File: config.mk
export PLATFORM = sky130hd
export DESIGN_NAME = json_string_unescape_utf8
export DESIGN_NICKNAME = d
export VERILOG_FILES = /design/src/sv/jsu_pkg.sv /design/src/sv/jsu_front.sv /design/src/sv/jsu_fifo.sv /design/src/sv/jsu_back.sv /design/src/sv/json_string_unescape_utf8.sv
export SDC_FILE = /design/constraint.sdc
export NUM_CORES = 1
export LEC_CHECK = 0
export BUFFER_PORTS_ARGS = -buffer_cell sky130_fd_sc_hd__clkbuf_2
export CAP_MARGIN = 40
export CORE_MARGIN = 10
export CORE_UTILIZATION = 57
export CTS_CLUSTER_SIZE = 28
export DETAILED_ROUTE_END_ITERATION = 8
export GPL_TIMING_DRIVEN = 0
export PLACE_DENSITY = 0.76
export RECOVER_POWER = 50
export SYNTH_ARGS = -nofsm -noshare
export SYNTH_HDL_FRONTEND = slang
export SYNTH_HIERARCHICAL = 1
export SYNTH_SLANG_ARGS = --single-unit
export TNS_END_PERCENT = 5
File: constraint.sdc
create_clock -name i_clk -period 6.99 [get_ports i_clk]
set_input_delay 1.398 -clock i_clk [delete_from_list [all_inputs] [get_ports i_clk]]
set_output_delay 1.398 -clock i_clk [all_outputs]
set_load 0.05 [all_outputs]
File: src/sv/jsu_pkg.sv
// shared types and constants of the json string unescape block
package jsu_pkg;

    // default depth of the job queue between front and back
    // room for a surrogate pair job plus the items that follow it at full rate
    localparam int unsigned QUEUE_DEPTH = 8;

    // widths of the stream payloads
    localparam int unsigned IN_DATA_W  = 8;
    localparam int unsigned OUT_DATA_W = 16;

    // bytes of interest
    localparam logic [7:0] CH_QUOTE     = 8'h22;
    localparam logic [7:0] CH_BACKSLASH = 8'h5c;
    localparam logic [7:0] CH_SLASH     = 8'h2f;
    localparam logic [7:0] CH_B         = 8'h62;
    localparam logic [7:0] CH_F         = 8'h66;
    localparam logic [7:0] CH_N         = 8'h6e;
    localparam logic [7:0] CH_R         = 8'h72;
    localparam logic [7:0] CH_T         = 8'h74;
    localparam logic [7:0] CH_U         = 8'h75;
    localparam logic [7:0] CH_SPACE     = 8'h20;

    // surrogate bounds
    localparam logic [15:0] HI_SURR_MIN = 16'hd800;
    localparam logic [15:0] HI_SURR_MAX = 16'hdbff;
    localparam logic [15:0] LO_SURR_MIN = 16'hdc00;
    localparam logic [15:0] LO_SURR_MAX = 16'hdfff;
    localparam logic [20:0] SUPP_BASE   = 21'h10000;

    // one queue entry: the results caused by one accepted item
    typedef struct packed {
        logic [3:0][7:0] bytes;    // decoded bytes, first in entry 0
        logic [1:0]      last_idx; // index of the last valid byte
        logic            is_end;   // end-of-token entry, carries status
        logic            status;   // 1 = malformed token
    } t_job;

endpackage

File: src/sv/jsu_front.sv
// front part: accepts content items, tracks escapes and builds result jobs
module jsu_front (
    input  logic          i_clk,
    input  logic          i_rst_n,
    input  logic          i_valid,
    input  logic [7:0]    i_byte,
    input  logic          i_end,
    output logic          o_ready,
    output logic          o_push,
    output jsu_pkg::t_job o_job,
    input  logic          i_full
);
    import jsu_pkg::*;

    typedef enum logic [2:0] {
        PH_NORMAL,
        PH_ESC,
        PH_HEX1,
        PH_WANT_BS,
        PH_WANT_U,
        PH_HEX2
    } t_phase;

    // hex digit value, bit 4 set for a non-hex byte
    function automatic logic [4:0] hex_value(input logic [7:0] c);
        logic [4:0] v;
        if (c >= 8'h30 && c <= 8'h39) begin
            v = {1'b0, c[3:0]};
        end else if ((c >= 8'h61 && c <= 8'h66) || (c >= 8'h41 && c <= 8'h46)) begin
            v = {1'b0, c[3:0] + 4'd9};
        end else begin
            v = 5'h10;
        end
        return v;
    endfunction

    // utf-8 encoding of a code point into a job
    function automatic t_job encode(input logic [20:0] cp);
        t_job j;
        j = '0;
        if (cp <= 21'h7f) begin
            j.bytes[0] = cp[7:0];
            j.last_idx = 2'd0;
        end else if (cp <= 21'h7ff) begin
            j.bytes[0] = {3'b110, cp[10:6]};
            j.bytes[1] = {2'b10, cp[5:0]};
            j.last_idx = 2'd1;
        end else if (cp <= 21'hffff) begin
            j.bytes[0] = {4'b1110, cp[15:12]};
            j.bytes[1] = {2'b10, cp[11:6]};
            j.bytes[2] = {2'b10, cp[5:0]};
            j.last_idx = 2'd2;
        end else begin
            j.bytes[0] = {5'b11110, cp[20:18]};
            j.bytes[1] = {2'b10, cp[17:12]};
            j.bytes[2] = {2'b10, cp[11:6]};
            j.bytes[3] = {2'b10, cp[5:0]};
            j.last_idx = 2'd3;
        end
        return j;
    endfunction

    t_phase      r_phase, n_phase;
    logic [15:0] r_hex, n_hex;
    logic [1:0]  r_cnt, n_cnt;
    logic [9:0]  r_hs, n_hs;
    logic        r_err, n_err;

    logic        accept;
    logic [4:0]  digit;
    logic [15:0] hex_next;
    logic [20:0] cp_pair;
    logic [20:0] cp_sel;
    t_job        enc_job;
    t_job        job;
    logic        push;

    assign o_ready  = !i_full;
    assign accept   = i_valid && !i_full;
    assign digit    = hex_value(i_byte);
    assign hex_next = {r_hex[11:0], digit[3:0]};
    assign cp_pair  = SUPP_BASE + {1'b0, r_hs, hex_next[9:0]};
    assign cp_sel   = (r_phase == PH_HEX2) ? cp_pair : {5'b0, hex_next};
    assign enc_job  = encode(cp_sel);

    always_comb begin
        n_phase = r_phase;
        n_hex   = r_hex;
        n_cnt   = r_cnt;
        n_hs    = r_hs;
        n_err   = r_err;
        push    = 1'b0;
        job     = '0;
        if (accept) begin
            if (i_end) begin
                push       = 1'b1;
                job.is_end = 1'b1;
                job.status = r_err || (r_phase != PH_NORMAL);
                n_phase    = PH_NORMAL;
                n_hex      = '0;
                n_cnt      = '0;
                n_hs       = '0;
                n_err      = 1'b0;
            end else if (!r_err) begin
                case (r_phase)
                    PH_NORMAL: begin
                        if (i_byte == CH_BACKSLASH) begin
                            n_phase = PH_ESC;
                        end else if (i_byte < CH_SPACE) begin
                            n_err = 1'b1;
                        end else begin
                            push         = 1'b1;
                            job.bytes[0] = i_byte;
                        end
                    end
                    PH_ESC: begin
                        n_phase = PH_NORMAL;
                        push    = 1'b1;
                        case (i_byte)
                            CH_QUOTE:     job.bytes[0] = CH_QUOTE;
                            CH_BACKSLASH: job.bytes[0] = CH_BACKSLASH;
                            CH_SLASH:     job.bytes[0] = CH_SLASH;
                            CH_B:         job.bytes[0] = 8'h08;
                            CH_F:         job.bytes[0] = 8'h0c;
                            CH_N:         job.bytes[0] = 8'h0a;
                            CH_R:         job.bytes[0] = 8'h0d;
                            CH_T:         job.bytes[0] = 8'h09;
                            CH_U: begin
                                push    = 1'b0;
                                n_phase = PH_HEX1;
                                n_hex   = '0;
                                n_cnt   = '0;
                            end
                            default: begin
                                push  = 1'b0;
                                n_err = 1'b1;
                            end
                        endcase
                    end
                    PH_HEX1, PH_HEX2: begin
                        if (digit[4]) begin
                            n_err = 1'b1;
                        end else if (r_cnt != 2'd3) begin
                            n_hex = hex_next;
                            n_cnt = r_cnt + 2'd1;
                        end else begin
                            n_cnt = '0;
                            n_hex = '0;
                            if (r_phase == PH_HEX1) begin
                                if (hex_next >= HI_SURR_MIN && hex_next <= HI_SURR_MAX) begin
                                    n_hs    = hex_next[9:0];
                                    n_phase = PH_WANT_BS;
                                end else if (hex_next >= LO_SURR_MIN &&
                                             hex_next <= LO_SURR_MAX) begin
                                    n_err = 1'b1;
                                end else begin
                                    push    = 1'b1;
                                    job     = enc_job;
                                    n_phase = PH_NORMAL;
                                end
                            end else begin
                                if (hex_next < LO_SURR_MIN || hex_next > LO_SURR_MAX) begin
                                    n_err = 1'b1;
                                end else begin
                                    push    = 1'b1;
                                    job     = enc_job;
                                    n_phase = PH_NORMAL;
                                end
                            end
                        end
                    end
                    PH_WANT_BS: begin
                        if (i_byte == CH_BACKSLASH) begin
                            n_phase = PH_WANT_U;
                        end else begin
                            n_err = 1'b1;
                        end
                    end
                    PH_WANT_U: begin
                        if (i_byte == CH_U) begin
                            n_phase = PH_HEX2;
                            n_hex   = '0;
                            n_cnt   = '0;
                        end else begin
                            n_err = 1'b1;
                        end
                    end
                    default: begin
                        n_phase = PH_NORMAL;
                        n_err   = 1'b1;
                    end
                endcase
            end
        end
    end

    assign o_push = push;
    assign o_job  = job;

    always_ff @(posedge i_clk) begin
        if (!i_rst_n) begin
            r_phase <= PH_NORMAL;
            r_hex   <= '0;
            r_cnt   <= '0;
            r_hs    <= '0;
            r_err   <= 1'b0;
        end else begin
            r_phase <= n_phase;
            r_hex   <= n_hex;
            r_cnt   <= n_cnt;
            r_hs    <= n_hs;
            r_err   <= n_err;
        end
    end

endmodule

File: src/sv/jsu_fifo.sv
// job queue between front and back
module jsu_fifo #(
    parameter int unsigned DEPTH = jsu_pkg::QUEUE_DEPTH
) (
    input  logic          i_clk,
    input  logic          i_rst_n,
    input  logic          i_push,
    input  jsu_pkg::t_job i_job,
    input  logic          i_pop,
    output jsu_pkg::t_job o_head,
    output logic          o_full,
    output logic          o_empty
);
    import jsu_pkg::*;

    localparam int unsigned PTR_W = (DEPTH > 1) ? $clog2(DEPTH) : 1;
    localparam int unsigned CNT_W = $clog2(DEPTH + 1);
    localparam logic [PTR_W-1:0] PTR_LAST = PTR_W'(DEPTH - 1);

    t_job             r_mem [DEPTH];
    logic [PTR_W-1:0] r_wr_ptr;
    logic [PTR_W-1:0] r_rd_ptr;
    logic [CNT_W-1:0] r_count;
    logic             do_push;
    logic             do_pop;

    assign o_full  = (r_count == CNT_W'(DEPTH));
    assign o_empty = (r_count == '0);
    assign do_push = i_push && !o_full;
    assign do_pop  = i_pop && !o_empty;
    assign o_head  = r_mem[r_rd_ptr];

    always_ff @(posedge i_clk) begin
        if (do_push) begin
            r_mem[r_wr_ptr] <= i_job;
        end
    end

    always_ff @(posedge i_clk) begin
        if (!i_rst_n) begin
            r_wr_ptr <= '0;
            r_rd_ptr <= '0;
            r_count  <= '0;
        end else begin
            if (do_push) begin
                r_wr_ptr <= (r_wr_ptr == PTR_LAST) ? '0 : r_wr_ptr + 1'b1;
            end
            if (do_pop) begin
                r_rd_ptr <= (r_rd_ptr == PTR_LAST) ? '0 : r_rd_ptr + 1'b1;
            end
            case ({do_push, do_pop})
                2'b10:   r_count <= r_count + 1'b1;
                2'b01:   r_count <= r_count - 1'b1;
                default: r_count <= r_count;
            endcase
        end
    end

endmodule

File: src/sv/jsu_back.sv
// back part: unpacks queued jobs, one item per unstalled cycle
module jsu_back (
    input  logic                           i_clk,
    input  logic                           i_rst_n,
    input  jsu_pkg::t_job                  i_head,
    input  logic                           i_empty,
    output logic                           o_pop,
    output logic                           o_tvalid,
    input  logic                           i_tready,
    output logic [jsu_pkg::OUT_DATA_W-1:0] o_tdata,
    output logic                           o_tuser,
    output logic                           o_tlast
);
    import jsu_pkg::*;

    logic                  r_valid;
    logic [OUT_DATA_W-1:0] r_data;
    logic                  r_user;
    logic                  r_last;
    logic [1:0]            r_idx;
    logic                  load;
    logic                  take;
    logic                  job_done;

    assign load     = !r_valid || i_tready;
    assign take     = load && !i_empty;
    assign job_done = i_head.is_end || (r_idx == i_head.last_idx);
    assign o_pop    = take && job_done;

    always_ff @(posedge i_clk) begin
        if (!i_rst_n) begin
            r_valid <= 1'b0;
            r_idx   <= '0;
        end else if (take) begin
            r_valid <= 1'b1;
            r_idx   <= job_done ? 2'd0 : r_idx + 2'd1;
        end else if (i_tready) begin
            r_valid <= 1'b0;
        end
    end

    always_ff @(posedge i_clk) begin
        if (take) begin
            if (i_head.is_end) begin
                r_data <= {{(OUT_DATA_W-9){1'b0}}, i_head.status, 8'h00};
                r_user <= 1'b0;
                r_last <= 1'b1;
            end else begin
                r_data <= {{(OUT_DATA_W-8){1'b0}}, i_head.bytes[r_idx]};
                r_user <= 1'b1;
                r_last <= 1'b0;
            end
        end
    end

    assign o_tvalid = r_valid;
    assign o_tdata  = r_data;
    assign o_tuser  = r_user;
    assign o_tlast  = r_last;

endmodule

File: src/sv/json_string_unescape_utf8.sv
// top level: json string unescape with utf-8 output, front/queue/back
// results are registered in the job queue, then the output register; throughput: one
//   input item per cycle while the queue has room, one result out per ready cycle, so
//   a \u escape (6 or 12 items in, up to 4 bytes out) never backs up the input
// reset: synchronous, active low; clears escape state, queue and output valid flag
module json_string_unescape_utf8 #(
    parameter int unsigned QUEUE_DEPTH = jsu_pkg::QUEUE_DEPTH
) (
    input  logic                           i_clk,
    input  logic                           i_rst_n,
    // input stream
    input  logic                           s_axis_tvalid,
    output logic                           s_axis_tready,
    input  logic [jsu_pkg::IN_DATA_W-1:0]  s_axis_tdata,  // [7:0] content_byte
    input  logic                           s_axis_tlast,  // token_end
    // output stream
    output logic                           m_axis_tvalid,
    input  logic                           m_axis_tready,
    output logic [jsu_pkg::OUT_DATA_W-1:0] m_axis_tdata,  // [7:0] out_byte, [8] status
    output logic                           m_axis_tuser,  // byte_valid
    output logic                           m_axis_tlast   // last
);
    import jsu_pkg::*;

    // front to queue
    logic push;
    t_job push_job;
    logic full;

    // queue to back
    t_job head;
    logic empty;
    logic pop;

    // escape decoding and utf-8 encoding, one item per cycle while the queue is not full
    jsu_front u_front (
        .i_clk   (i_clk),
        .i_rst_n (i_rst_n),
        .i_valid (s_axis_tvalid),
        .i_byte  (s_axis_tdata[7:0]),
        .i_end   (s_axis_tlast),
        .o_ready (s_axis_tready),
        .o_push  (push),
        .o_job   (push_job),
        .i_full  (full)
    );

    // short queue of jobs so front and back stall independently
    jsu_fifo #(
        .DEPTH (QUEUE_DEPTH)
    ) u_fifo (
        .i_clk   (i_clk),
        .i_rst_n (i_rst_n),
        .i_push  (push),
        .i_job   (push_job),
        .i_pop   (pop),
        .o_head  (head),
        .o_full  (full),
        .o_empty (empty)
    );

    // unpacks each job into byte items or the final status item
    jsu_back u_back (
        .i_clk    (i_clk),
        .i_rst_n  (i_rst_n),
        .i_head   (head),
        .i_empty  (empty),
        .o_pop    (pop),
        .o_tvalid (m_axis_tvalid),
        .i_tready (m_axis_tready),
        .o_tdata  (m_axis_tdata),
        .o_tuser  (m_axis_tuser),
        .o_tlast  (m_axis_tlast)
    );

endmodule

==> run metrics, run 1 <==
total number of vias=9083; Resized Gates After CTS=0; PwrDens=326.9 nW/um2; total power=5674 uW; critical path class=in -> reg; post-synth top area share=58.03%; gr ovfl total=0; leading area contributor after synthesis=edfxtp_1; final setup TNS=0 ns; Worst Skew=0.01834 ns; largest net degree at the start of global routing=24; CTS tree=done; clk sinks=343; Filler cells=1857; Root Driver=clkbuf_16; die width=184.8 um; worst setup margin=1.020 ns; top cells by count, synth=edfxtp_1, mux4_1, nand2_1; Setup violations, final=0; number of distinct library cells after synthesis=84; multi-input logic area=5141 um2; M1 WL=14620 um; P_leak=0.005901 uW; die area=34130 um2; sequential element share of the synthesized area=63.73%; Nets=1063; Antenna diodes=0; post-CTS setup buffers=0; vias in the first global route=8942; fmax=0.1675 GHz; max-cap viol count=0; Synth Area per Inst=16.44 um2; async set-reset flop share out of synthesis=0%; Tmin final=5.970 ns; Avg WL per Cell=24.90 um; pre-CTS setup slack=1.186 ns; drt via density=6.469; crit share post-route=85.41%; Cells after DPL=1341; clock buffer depth=3; Initial Utilization=57.73%; WL final=34960 um; num rows=60; Residual DRC=0; Register Area=9859 um2; Hold Fails Final Rpt=0; crit-path max FO=10; Area growth, synth to finish=12.18%; Final Slew Violations=0; Worst Path Required=7.22 ns; DRT Pass-1 Iters=6; Die H=184.8 um; non-filler instance count after layout=1404; routability cong.=0.9065; met3 WL post-DR=2512 um; startpoint types=input pin; top-count cell post-synth=edfxtp_1; Port Buffers=24; Synth area leaders=edfxtp_1, mux4_1, dfxtp_1; Final HPWL DP=23420 um; mapped cell area=15470 um2; critical path capture point type=flop; dominant synthesized flop cell=edfxtp_1; Worst slew margin=15.13%; # IOs=33; Cells after Synth=941; WL met2=16910 um; Clk Latency, worst-skew pair=0.52 ns; area of the core=26800 um2; Worst-path clk slew=0.06 ns; layout cells sized above 1=18.81%; worst hold-check path type=reg -> reg; number of synthesized flops with an enable pin=299; CTS Hold Buffers Added=0; Total Routing Usage GR=20.77%; CTS buffer count=35; initial antenna violation count=0; unrepaired setup endpoints after global routing=false; H-Tree Depth=2; final antenna-violating net count=0; status=finished, final reports clean; maximum vdd drop=0.2139 mV; worst slew pin tran=1.273 ns; Synth Warn #=6; first-pass GRT wire length=53660 um; flops & latches, synth=343; CP Data Arrival Time=6.20 ns; DRT iter0 DRCs=851; top sig layer=met4
routing by layer:
layer / GRT usage (%) / up-vias
met5: 0 / -
met4: 7.120 / 0
met3: 3.623 / 69
met2: 33.83 / 436
met1: 27.73 / 4582
li1: - / 3996
cells by family (layout without fill, tap and decap cells):
family,after synthesis,after routing,share of synthesized area (%)
XOR/XNOR,8,8,0.4529
buffers and inverters,79,193,3.356
flip-flops,343,343,63.73
multiplexers,128,128,16.60
AO/OA/AOI/OAI,139,139,6.365
other,2,10,0.04854
AND/OR/NAND/NOR,229,229,8.403
adder cells (fa/ha/maj),13,13,1.051
report_power, final:
group	internal, uW	switching [uW]
Sequential	2460	67.8
Clock	995	743
Combinational	624	784
flip-flops by register name (all words and copies together), names as in the netlist, 2 cells and up, named ones only:
register / cells
u_front/r_hex: 12
u_fifo/r_wr_ptr: 3
u_front/r_hs: 10
u_fifo/r_rd_ptr: 3
u_back/r_idx: 2
u_fifo/r_mem: 288
u_front/r_phase: 3
u_back/o_tdata: 9
u_fifo/r_count: 4
u_front/r_cnt: 2
worst paths after layout:
kind / to / slack, ns / cells past startpoint / startpoint
min: u_front/r_cnt[0] / 0.46 / 1 / u_front/r_cnt[0]
min reg2reg: u_front/r_cnt[0] / 0.46 / 1 / u_front/r_cnt[0]
max reg2reg: u_fifo/r_count[2] / 1.62 / 16 / flop
max: u_fifo/r_mem[1][26] / 1.02 / 16 / s_axis_tdata[0]
worst max-delay path: stages:
cell	delay, ns
clkbuf_1	0.27
inv_1	0.14
ha_1	0.30
nor3b_1	0.18
and2b_1	0.22
a21oi_1	0.34
nor3_1	0.46
clkbuf_1	0.37
nor4_1	0.09
o31ai_1	0.45
nand3b_1	0.40
nor3_2	0.75
buf_4	0.34
buf_6	0.16
buf_6	0.15
buf_4	0.17
placed cells by master (no fill, tap or decap), types with 11 or more instances in the layout:
master       n
nor2b_1     11
dfxtp_1     44
mux2_2      34
nand3_1     27
clkbuf_1    50
nand2_1     45
nor3_1      18
mux4_2      17
ha_1        13
nor2_1      32
buf_2       14
o21ai_0     31
a21oi_1     29
buf_4       23
edfxtp_1   299
nand2b_1    14
clkbuf_16   36
clkbuf_2    12
mux4_1      63
inv_1       18
final cells by class:
class	instances	area share, %
Clock inverter	17	0.7281
Sequential cell	343	56.81
Clock buffer	46	5.436
Tap cell	341	2.458
Inverter	18	0.3893
Buffer	61	2.408
Multi-Input combinational cell	527	29.62
Timing Repair Buffer	51	2.148
per-stage QoR:
step           hold WS, ns  util [%]  area (um2)
2_1_floorplan       0.4280         -       15510
3_3_place_gp        0.4435     59.90       16050
3_5_place_dp        0.4514     61.11       16380
4_1_cts             0.4643     65.10       17450
5_1_grt             0.4910     64.76       17360
6_report            0.4617     64.76       17360
(Power assumes the default switching activity.)
==> run 2, diff against run 1 <==
Settings changed: CAP_MARGIN 40 to 10, RECOVER_POWER 50 to not set.
==> run 2 against run 1 <==
Net effect: combinational power about the same; critical path type unchanged; register-to-register slack improved by 1.2 ns; routed wire length decreased by 0.87%; die area unchanged; worst hold slack improved by 0.0052 ns; global-route usage decreased by 0.21 points; sequential power about the same; clock skew increased by 0.0056 ns; final area increased by 0.83%.
==> run metrics, run 2 (synthesized netlist as in run 1, its figures left out) <==
initial antenna violation count=0; worst slew pin tran=1.038 ns; Total Routing Usage GR=20.56%; multi-input logic area=5180 um2; Root Driver=clkbuf_16; routability cong.=0.9065; cell mode on critical path=buf_6; critical path capture point type=flop; CTS buffer count=35; Worst Hold Launch=u_front/r_cnt[0]; area of the core=26800 um2; DRT iter0 DRCs=795; Avg WL per Cell=24.74 um; H-Tree Depth=2; clk sinks=343; CP Data Arrival Time=5.27 ns; Final Slew Violations=0; Register Area=9859 um2; startpoint types=input pin; non-filler instance count after layout=1401; Resized Gates After CTS=0; worst setup margin=1.939 ns; die area=34130 um2; Hold Fails Final Rpt=0; most common cell after layout, fill and taps aside=edfxtp_1; pre-CTS setup slack=1.530 ns; Port Buffers=24; Filler cells=1840; die width=184.8 um; largest net degree at the start of global routing=27; Hold Path Depth=1; Tmin final=5.051 ns; Initial Utilization=57.73%; reg2reg setup slack=2.85 ns; Flop pwr share=44.1%; Cells after DPL=1338; Nets=1060; unrepaired setup endpoints after global routing=false; DRT Pass-1 Iters=7; Worst-path clk slew=0.06 ns; grt met1 use=28.23%; CTS Hold Buffers Added=0; total number of vias=9030; cell family with most CP delay=buffers and inverters; Sw Share=27.75%; Sw Pwr=1595 uW; Top reg by flops=u_fifo/r_mem; WL final=34660 um; Area growth, synth to finish=13.11%; Max stage delay on crit path=0.46 ns; Residual DRC=0; met3 capacity usage during global routing=3.446%; clock group share of total power=31.0%; maximum vdd drop=0.2221 mV; Final HPWL DP=23230 um; crit-path cells=clkbuf_2, inv_1, ha_1, nor3b_1, and2b_1, a21oi_4, nor3_2, buf_2, nor4_1, o31ai_1, a21bo_1, buf_6, nor3_2, buf_6, buf_6, buf_6, buf_4; crit share post-route=72.26%; Antenna diodes=0; most crowded layer after global routing=met2; max reg flops=288; P_leak=0.006017 uW; critical path class=in -> reg; hold endpoint=u_front/r_cnt[0]; r2r endpoint=u_fifo/r_mem[4][26]; crit-path max FO=11; FF-to-FF path depth=15; crit path max-delay cell type=nor3_2; Worst slew margin=30.24%; met2 usage=32.94%; final antenna-violating net count=0; num rows=60; worst hold-check path type=reg -> reg; PwrDens=328.5 nW/um2; reg2reg start=u_front/r_phase[1]; CTS tree=done; Clk Latency, worst-skew pair=0.52 ns; # IOs=33; most frequent cells in the layout=edfxtp_1, mux4_1, nand2_1, dfxtp_1, mux2_2; Internal Pwr Total=4153 uW; final setup TNS=0 ns; drt via density=6.445; vias in the first global route=8834; max-cap viol count=0; first-pass GRT wire length=53010 um; Setup violations, final=0; clock buffer depth=3; Logic pwr share=24.9%; crit path buf inv count=8; Hold WS=0.4669 ns; fmax=0.1980 GHz; fin area=17500 um2; Largest regs=u_fifo/r_mem x288, u_front/r_hex x12, u_front/r_hs x10; Worst Path Required=7.21 ns; Die H=184.8 um; post-CTS setup buffers=0; Worst Skew=0.02395 ns; gr ovfl total=0; status=finished, final reports clean; layout cells sized above 1=22.08%; placed cell area=16400 um2
-- run 2: changes by cell type in the layout (fill, tap and decap cells not counted), sizes merged --
cell,before,now
clkbuf,101,94
buf,57,63
clkinv,12,10
clkinvlp,3,1
bufinv,1,2
inv,19,20
-- run 2: worst max-delay path by stage --
stage,start,end,slack [ns],cells past startpoint
2_1_floorplan,s_axis_tdata[0],u_fifo/r_mem[2][0],0.73,12
3_3_place_gp,s_axis_tdata[0],u_fifo/r_mem[4][26],-2.46,13
3_5_place_dp,s_axis_tdata[0],u_fifo/r_mem[4][26],1.53,17
4_1_cts,s_axis_tdata[0],u_fifo/r_mem[4][26],2.02,17
5_1_grt,s_axis_tdata[0],u_fifo/r_mem[4][26],1.76,17
6_report,s_axis_tdata[0],u_fifo/r_mem[4][26],1.94,17
-- run 2: area by class of cell --
cell class,instances,area share (%)
sequential,343,56.34
multi-input combinational,527,29.60
clock buffer,48,5.463
buffer,61,2.581
tap,341,2.438
timing repair buffer,48,2.345
clock inverter,15,0.8437
inverter,18,0.3861
-- run 2: worst register-to-register path: stages (launching register included) --
cell and delay [ns]:
dfxtp_1 0.31, buf_2 0.17, and3b_1 0.30, buf_2 0.25, a41oi_1 0.16, nor3_2 0.27
buf_2 0.28, nor4_1 0.08, o31ai_1 0.40, a21bo_1 0.27, buf_6 0.15, nor3_2 0.46
buf_6 0.25, buf_6 0.17, buf_6 0.15, buf_4 0.18
-- run 2: stage by stage --
stage               power (uW)  util [%]
floorplan                 3586         -
global placement          3927     59.90
detailed placement        4001     61.18
CTS                       5786     65.29
global route              5955     65.29
finish                    5748     65.29
-- run 2: power by group through the flow --
| stage | Sequential (uW) | Clock [uW] | Combinational (uW) |
|---|---|---|---|
| after floorplan | 2690 | 0 | 900 |
| after global placement | 2580 | 0 | 1350 |
| after detailed placement | 2570 | 0 | 1430 |
| after CTS | 2530 | 1810 | 1440 |
| after global routing | 2550 | 1890 | 1520 |
| final | 2530 | 1780 | 1430 |
-- run 2: routing by layer --
layer,up-vias,part of all wire [%]
li1,3988,-
met4,0,2.8
met1,4512,42
met2,443,48
met5,-,0
met3,87,7.7
==> run 3, diff against run 2 <==
Settings changed: CORE_UTILIZATION 57 to 60, PLACE_DENSITY 0.76 to 0.77.
Clock period 6.99 ns to 5.1 ns, I/O delays scaled along.
==> run 3 against run 2 <==
Net effect: core utilization rose by 4.1 points; power rose by 39%; critical path depth did not move; clock skew fell by 0.013 ns; global-route usage rose by 1.0 points; critical endpoint is now u_fifo/r_mem[0][26].
==> run metrics, run 3 (synthesized netlist as in run 1, its figures left out) <==
grt met1 use=28.90%; CTS Hold Buffers Added=0; Worst slew margin=21.42%; Worst-path clk slew=0.06 ns; routability cong.=0.9496; post-CTS setup buffers=0; WL final=35860 um; Final Slew Violations=0; initial antenna violation count=0; clock buffer depth=3; die area=32610 um2; Worst Path Required=5.32 ns; Total Routing Usage GR=21.56%; Clk Latency, worst-skew pair=0.51 ns; hold endpoint=u_front/r_cnt[1]; Largest regs=u_fifo/r_mem x288, u_front/r_hex x12, u_front/r_hs x10; CTS tree=done; Top reg by flops=u_fifo/r_mem; FF-to-FF path depth=15; most frequent cells in the layout=edfxtp_1, mux4_1, nand2_1, dfxtp_1, mux2_2; met3 capacity usage during global routing=3.454%; crit-path max FO=11; clock group share of total power=31.6%; Tmin final=4.640 ns; DRT Pass-1 Iters=5; most common cell after layout, fill and taps aside=edfxtp_1; gr ovfl total=0; unrepaired setup endpoints after global routing=false; max reg flops=288; area of the core=25250 um2; Area growth, synth to finish=13.29%; fin area=17530 um2; clk sinks=343; Hold Fails Final Rpt=0; pre-CTS setup slack=-0.01993 ns; Worst Hold Launch=u_front/r_cnt[1]; Internal Pwr Total=5752 uW; num rows=58; worst slew pin tran=1.170 ns; DRT iter0 DRCs=1108; reg2reg start=u_front/r_phase[1]; PwrDens=456.2 nW/um2; reg2reg setup slack=0.99 ns; P_leak=0.006022 uW; Hold Path Depth=2; total number of vias=9062; vias in the first global route=8882; # IOs=33; Antenna diodes=0; CP Data Arrival Time=4.86 ns; die width=180.6 um; worst setup margin=0.4597 ns; max-cap viol count=0; Sw Pwr=2245 uW; H-Tree Depth=2; Flop pwr share=43.5%; Initial Utilization=61.26%; Logic pwr share=25.0%; Avg WL per Cell=25.80 um; critical path class=in -> reg; Port Buffers=24; Setup violations, final=0; Die H=180.6 um; largest net degree at the start of global routing=26; CTS buffer count=36; Residual DRC=0; Final HPWL DP=23480 um; layout cells sized above 1=22.08%; final antenna-violating net count=0; maximum vdd drop=0.3565 mV; r2r endpoint=u_fifo/r_mem[0][26]; critical path capture point type=flop; met2 usage=35.85%; Worst Skew=0.01103 ns; final setup TNS=0 ns; Nets=1060; worst hold-check path type=reg -> reg; most crowded layer after global routing=met2; crit share post-route=90.99%; Root Driver=clkbuf_16; Sw Share=28.07%; drt via density=6.519; fmax=0.2155 GHz; Resized Gates After CTS=0; placed cell area=16390 um2; startpoint types=input pin; status=finished, final reports clean; first-pass GRT wire length=54710 um
-- run 3: stage by stage --
| stage | hold WS (ns) | util, % | power [uW] | cells |
|---|---|---|---|---|
| finish | 0.4672 | 69.40 | 7996 | 1390 |
| global route | 0.5014 | 69.40 | 8274 | 1390 |
| CTS | 0.4688 | 69.40 | 8043 | 1390 |
| detailed placement | 0.4593 | 64.88 | 5495 | 1326 |
| global placement | 0.4473 | 63.52 | 5386 | 1303 |
| floorplan | 0.4280 | - | 4914 | 949 |
-- run 3: layout make-up --
cell class	count	area [um2]
sequential	343	9859
fill	1575	7727
multi-input combinational	527	5185
clock buffer	40	937.1
buffer	61	451.7
tap	330	412.9
timing repair buffer	47	409.1
clock inverter	24	203.9
inverter	18	67.56
-- run 3: worst max-delay path by stage --
stage,start,end,cells past startpoint
after floorplan,s_axis_tdata[0],u_fifo/r_mem[2][0],12
after global placement,s_axis_tdata[0],u_fifo/r_mem[4][24],13
after detailed placement,s_axis_tdata[0],u_fifo/r_mem[0][26],17
after CTS,s_axis_tdata[0],u_fifo/r_mem[0][28],17
after global routing,s_axis_tdata[0],u_fifo/r_count[2],19
final,s_axis_tdata[0],u_fifo/r_mem[0][26],17
-- run 3: layer usage --
metal,vias to the layer above,wire length (um)
li1,3976,-
met1,4529,14510
met2,489,17780
met3,68,2739
met4,0,835
met5,-,0
-- run 3: worst max-delay path: stages --
cell,delay (ns)
clkbuf_2,0.16
inv_1,0.11
ha_1,0.28
nor3b_1,0.19
and2b_1,0.26
a21oi_4,0.14
nor3_2,0.30
buf_2,0.27
nor4_1,0.08
o31ai_1,0.37
a21bo_1,0.26
buf_6,0.15
nor4_4,0.47
buf_6,0.25
buf_8,0.17
buf_6,0.17
buf_6,0.18
-- run 3: power groups by stage --
stage | clock network [uW] | logic (uW) | registers (uW)
3_3_place_gp | 0 | 1850 | 3530
4_1_cts | 2570 | 2000 | 3480
2_1_floorplan | 0 | 1230 | 3680
6_report | 2520 | 2000 | 3480
5_1_grt | 2680 | 2100 | 3500
3_5_place_dp | 0 | 1970 | 3530
